`config.mk`:
```
export PLATFORM = sky130hd
export DESIGN_NAME = dlz_unscramble
export DESIGN_NICKNAME = d
export VERILOG_FILES = /design/src/hw/rtl/dlz_pkg.sv /design/src/hw/rtl/dlz_unscramble.sv
export SDC_FILE = /design/constraint.sdc
export NUM_CORES = 1
export LEC_CHECK = 0
export ABC_CLOCK_PERIOD_IN_PS = 2200
export BUFFER_PORTS_ARGS = -buffer_cell sky130_fd_sc_hd__buf_4
export CORE_MARGIN = 2
export CORE_UTILIZATION = 30
export CTS_CLUSTER_DIAMETER = 40
export DETAILED_ROUTE_END_ITERATION = 10
export GPL_TIMING_DRIVEN = 0
export REMOVE_ABC_BUFFERS = 1
export SKIP_CTS_REPAIR_TIMING = 1
export SLEW_MARGIN = 20
export SYNTH_ARGS = -nofsm -noshare
export SYNTH_HDL_FRONTEND = slang
export SYNTH_SLANG_ARGS = --single-unit
```
`constraint.sdc`:
```
create_clock -name clk_i -period 2.2 [get_ports clk_i]
set_input_delay 0.11 -clock clk_i [delete_from_list [all_inputs] [get_ports clk_i]]
set_output_delay 0.11 -clock clk_i [all_outputs]
set_load 0.03 [all_outputs]
```
`src/hw/rtl/dlz_pkg.sv`:
```
// Shared constants and types for the descrambling LZSS decoder.
// No dependencies; used by dlz_unscramble and descramble_lzss_decoder.
package dlz_pkg;

  localparam int unsigned WIN_DEPTH = 2048;
  localparam int unsigned WIN_AW    = $clog2(WIN_DEPTH);

  // Write position after reset and after each end of stream
  localparam logic [WIN_AW-1:0] START_POS = WIN_AW'(2015);

  localparam logic [7:0] SCRAMBLE_BIAS = 8'h7c;

  // Length field of a reference is biased by two
  localparam logic [5:0] COPY_BIAS = 6'd2;

  typedef enum logic [1:0] {
    PH_FLAG,
    PH_LIT,
    PH_OFS_LO,
    PH_OFS_HI
  } phase_e;

  typedef enum logic [2:0] {
    ST_CLEAR,
    ST_IDLE,
    ST_LIT,
    ST_RD,
    ST_EMIT,
    ST_END
  } state_e;

  typedef struct packed {
    logic [7:0] data;
    logic       byte_valid;
    logic       last_of_run;
    logic       end_of_stream;
  } result_t;

endpackage

```
`src/hw/rtl/dlz_unscramble.sv`:
```
// Key-derived unscrambler: holds the xor byte and rotate amount taken from the key.
// Depends on dlz_pkg.
module dlz_unscramble (
  input  logic        clk_i,
  input  logic        rst_ni,
  input  logic        cfg_we_i,
  input  logic [31:0] cfg_key_i,
  input  logic [7:0]  byte_i,
  output logic [7:0]  byte_o
);
  import dlz_pkg::*;

  logic [7:0]  xor_q, xor_d;
  logic [2:0]  rot_q, rot_d;
  logic [11:0] key_hi;
  logic [5:0]  nib_sum;
  logic [4:0]  fold;
  logic [4:0]  rem5;
  logic [7:0]  mixed;

  // key[31:20] mod 5: 16 == 1 (mod 5), so nibbles add up
  always_comb begin
    key_hi  = cfg_key_i[31:20];
    nib_sum = {2'b00, key_hi[11:8]} + {2'b00, key_hi[7:4]} + {2'b00, key_hi[3:0]};
    fold    = {3'b000, nib_sum[5:4]} + {1'b0, nib_sum[3:0]};
    if (fold >= 5'd15) begin
      rem5 = fold - 5'd15;
    end else if (fold >= 5'd10) begin
      rem5 = fold - 5'd10;
    end else if (fold >= 5'd5) begin
      rem5 = fold - 5'd5;
    end else begin
      rem5 = fold;
    end
    rot_d = rem5[2:0] + 3'd1;
    xor_d = cfg_key_i[31:24] + cfg_key_i[10:3];
  end

  always_ff @(posedge clk_i or negedge rst_ni) begin
    if (!rst_ni) begin
      xor_q <= 8'h00;
      rot_q <= 3'd1;
    end else if (cfg_we_i) begin
      xor_q <= xor_d;
      rot_q <= rot_d;
    end
  end

  always_comb begin
    mixed = (byte_i - SCRAMBLE_BIAS) ^ xor_q;
    case (rot_q)
      3'd1:    byte_o = {mixed[0],   mixed[7:1]};
      3'd2:    byte_o = {mixed[1:0], mixed[7:2]};
      3'd3:    byte_o = {mixed[2:0], mixed[7:3]};
      3'd4:    byte_o = {mixed[3:0], mixed[7:4]};
      3'd5:    byte_o = {mixed[4:0], mixed[7:5]};
      default: byte_o = mixed;
    endcase
  end

endmodule

```
==> summary.log <==
INFO  run_status     status=complete, but fails checks
INFO  run_status     failed_checks=negative setup slack
INFO  die            initial_core_util=30.64%
INFO  die            io_pins=51
INFO  drt            antenna_left=0
INFO  cts            clk_pin_slew=50ps
INFO  power_and_ir_drop leakage=1.168nW
INFO  finish         antenna_cells_inserted=0
INFO  worst_setup_path timing.critical_path.mode_cell=sky130_fd_sc_hd__ha_2
INFO  sta            tightestPinTransition=475.6ps
INFO  finish         fin_area=2710µm²
INFO  sta            final_critical_path_setup_slack=-1794ps
INFO  synthesis      synth-main-ff-cell=sky130_fd_sc_hd__dfrtp_1
INFO  grt            maximum_number_of_pins_on_one_net_before_global_route_repair=36
INFO  finish         final_nets=369
INFO  grt            grt_antenna_before_repair=0
INFO  finish         drive_above_1_share=33.45%
INFO  synthesis      synth_sequential_area_ratio=13.51%
INFO  drt            drt_first_iter_violations=41
INFO  power_and_ir_drop worst_ir_drop_on_vdd=0.4554mV
INFO  synthesis      synthesis.area=2047µm²
INFO  worst_setup_path crit_path_cell_trace=buf_6, fa_2, ha_4, a21o_1, a21oi_2, xnor2_2, ha_2, fa_2, inv_2, ha_2, a21o_2, a21oi_2, nor3b_4, nand2b_4, a31oi_1, mux2i_1, ha_2, mux2_4
INFO  sta            final.period_utilization=181.5%
INFO  sta            layout_min_cycle_time=3994ps
INFO  sta            hold_vio_cnt_final=0
INFO  cts            cts_root_buf=sky130_fd_sc_hd__clkbuf_8
INFO  placement      dp_cells=359
INFO  finish         flow.area_growth_from_synthesis=32.40%
INFO  grt            gr-usage-met1=17.30%
INFO  finish         instances_no_fill=376
INFO  die            die_area=7500µm²
INFO  sta            setup_viol=3
INFO  placement      weighted_congestion_reported_at_the_end_of_routability_driven_placement=0.8078
INFO  grt            grt_pass1_vias=1743
INFO  grt            grt_first_pass_wirelength=7845µm
INFO  die            chip_width=86.60µm
INFO  grt            groute.layer.met3.usage=0.4762%
INFO  drt            route.final.wire_length=5201µm
INFO  worst_hold_path worstHoldStart=cfg_we_i
INFO  flow_run       cap_violations=0
INFO  grt            gr-usage-met2=21.26%
INFO  synthesis      synth_edf_count=0
INFO  sta            rsz0062_at_grt=yes
INFO  worst_setup_path timing.setup.critical_path_class=primary input to flop
INFO  synthesis      synthesis.instances=253
INFO  worst_setup_path worstPathRequired=2310ps
INFO  sta            max_clock_freq=250.4MHz
INFO  placement      estimated_wirelength_of_the_detail_placed_design=3870µm
INFO  cts            tritoncts=built
INFO  cts            cts.sinks=11
INFO  synthesis      synth_async_sr_flop_share=100.0%
INFO  synthesis      synth-warning-count=0
INFO  worst_setup_path reg2regPathDepth=3
INFO  die            fp.dieH=86.60µm
INFO  drt            post_drt_wl_per_cell=13.83µm
INFO  cts            clock_insertion_delay_worst_skew=230ps
INFO  placement      place_area=2372µm²
INFO  sta            setup-tns-final=-4687ps
INFO  die            rows=30
INFO  worst_hold_path hp-class=primary input to flop
INFO  worst_hold_path worst_hold_path_stage_count=2
INFO  worst_setup_path r2r_start=rot_q[0]
INFO  placement      io_buffer_count=38
INFO  worst_setup_path timing.critical_path.slowest_cell_delay=630ps
INFO  worst_hold_path worst_hold_path_ep=rot_q[0]
INFO  worst_setup_path setup_crit_start_kind=primary input
INFO  cts            htreeDepth=1
INFO  drt            drt_drc_violations_left=0
INFO  cts            ctsLongestPathBuffers=2
INFO  worst_setup_path critPathSlowestCell=sky130_fd_sc_hd__fa_2
INFO  drt            route.vias.total=2016
INFO  die            floorplan.core_area=6681µm²
INFO  worst_setup_path critical_path_arrival=4110ps
INFO  cts            inserted_clock_buffers=3
INFO  worst_setup_path critPathCaptureType=flop
INFO  drt            drt_first_pass_iters=5
INFO  grt            busiest_layer=met2
INFO  grt            global_route.usage.total=12.48%
INFO  grt            grt_overflow_total=0
INFO  sta            slew_headroom=68.18%
INFO  worst_setup_path worst_r2r_endpoint=rot_q[0]
INFO  power_and_ir_drop power_density=1436nW/µm²
INFO  sta            clock_skew=0ps
INFO  synthesis      syn_avg_cell_area=8.091µm²
INFO  synthesis      synth_seq_cells=11
INFO  sta            fin_hold_ws=159.3ps
INFO  synthesis      netlist-cell-type-count=50
INFO  sta            timing.final.max_slew_violations=0
INFO  worst_setup_path worst_r2r_setup_slack=1020ps
INFO  drt            post_drt_via_cell_ratio=5.362
INFO  worst_setup_path crit_fanout=5
## report_power, final
part | total (W) | switching (W) | internal [W]
logic | 0.00324 | 0.00175 | 0.00149
clock network | 0.000194 | 0.0000676 | 0.000126
registers | 0.000459 | 0.000162 | 0.000297
total | 0.00389 | 0.00198 | 0.00191
## layout by cell type (no fill, tap or decap), types with 6 or more instances in the layout
cell type                 synthesis  routed
sky130_fd_sc_hd__a21oi_1         23      21
sky130_fd_sc_hd__o21ai_0         16      16
sky130_fd_sc_hd__buf_4            0      46
sky130_fd_sc_hd__xnor2_2          0       7
sky130_fd_sc_hd__ha_1            22      15
sky130_fd_sc_hd__mux2_2           7       6
sky130_fd_sc_hd__xnor2_1         19      12
sky130_fd_sc_hd__dfrtp_1         10       8
sky130_fd_sc_hd__inv_1            9       8
sky130_fd_sc_hd__nor2b_1          7       6
sky130_fd_sc_hd__nor2_1          20      20
sky130_fd_sc_hd__xor2_1          11      10
sky130_fd_sc_hd__a21o_1           6       6
sky130_fd_sc_hd__nand2_1         21      21
## state kept, by name (all words and copies together) (netlist names)
register	count
xor_q	8
rot_q	3
## cells in the mapped netlist (all sizes together), types with 2 or more instances
cell	number	area, µm²
xor2	12	112.6
dfrtp	10	250.2
nand4	2	12.51
nor2b	7	43.79
nand2b	4	25.02
xnor2	19	166.4
nor3	5	25.02
o311ai	2	17.52
nand2	21	78.83
a21o	9	71.32
mux2	7	78.83
a311oi	2	17.52
nand3	6	35.03
buf	5	23.77
a21oi	23	115.1
a22o	4	35.03
clkbuf	7	36.28
o31ai	2	15.01
a311o	2	20.02
mux2i	2	20.02
a22oi	2	15.01
inv	9	33.78
fa	7	140.1
o211ai	3	22.52
a31oi	2	12.51
a211oi	5	42.54
ha	22	275.3
nor3b	2	20.02
o21ai	18	90.09
nor2	20	75.07
and3	2	12.51
## cell families (layout without fill, tap and decap cells)
kind of cell	Yosys count	after routing	share of synthesized area, %
AOI/OAI and AO/OA	81	81	26.28
and+or+nand+nor	71	71	16.87
xor gates and xnor gates	31	31	13.63
adders and majority gates	29	29	20.29
buffers and inverters	21	64	4.584
DFF	11	11	13.51
muxes	9	9	4.829
## critical path, delay by kind of cell
kind	cells	cell delay, ps
AO/OA/AOI/OAI	5	810
adder cells (fa/ha/maj)	6	2090
XOR/XNOR	1	100
buffers and inverters	2	160
AND/OR/NAND/NOR	2	380
multiplexers	2	440
## routing by layer
metal | vias up | wire, µm
met5 | - | 0
met4 | 0 | 68
met3 | 6 | 224
met2 | 69 | 2549
met1 | 941 | 2358
li1 | 1000 | -
## how the worst max path moves through the flow
stage                   from       end  slack [ps]  cells past startpoint
5_1_grt        cfg_key_i[30]  rot_q[1]       -1990                     18
2_1_floorplan  cfg_key_i[22]  rot_q[2]       -1720                     19
3_3_place_gp   cfg_key_i[22]  rot_q[2]       -2140                     20
3_5_place_dp   cfg_key_i[21]  rot_q[2]       -2230                     19
4_1_cts        cfg_key_i[21]  rot_q[2]       -1980                     19
6_report       cfg_key_i[30]  rot_q[1]       -1790                     18
## layout make-up
cell class | count | area, µm²
Sequential cell | 11 | 287.8
Inverter | 9 | 33.78
Tap cell | 80 | 100.1
Fill cell | 691 | 3971
Clock buffer | 4 | 45.04
Timing Repair Buffer | 51 | 400.4
Multi-Input combinational cell | 221 | 1843
## stage by stage
stage          util [%]  setup WS [ps]  total power [W]
3_3_place_gp      35.51          -2144         0.003139
2_1_floorplan         -          -1724         0.002456
5_1_grt           40.56          -1988         0.004229
6_report          40.56          -1794         0.003892
3_5_place_dp      35.51          -2230         0.003185
4_1_cts           36.18          -1977         0.003398
No activity file was read; power rests on OpenSTA's default activity.
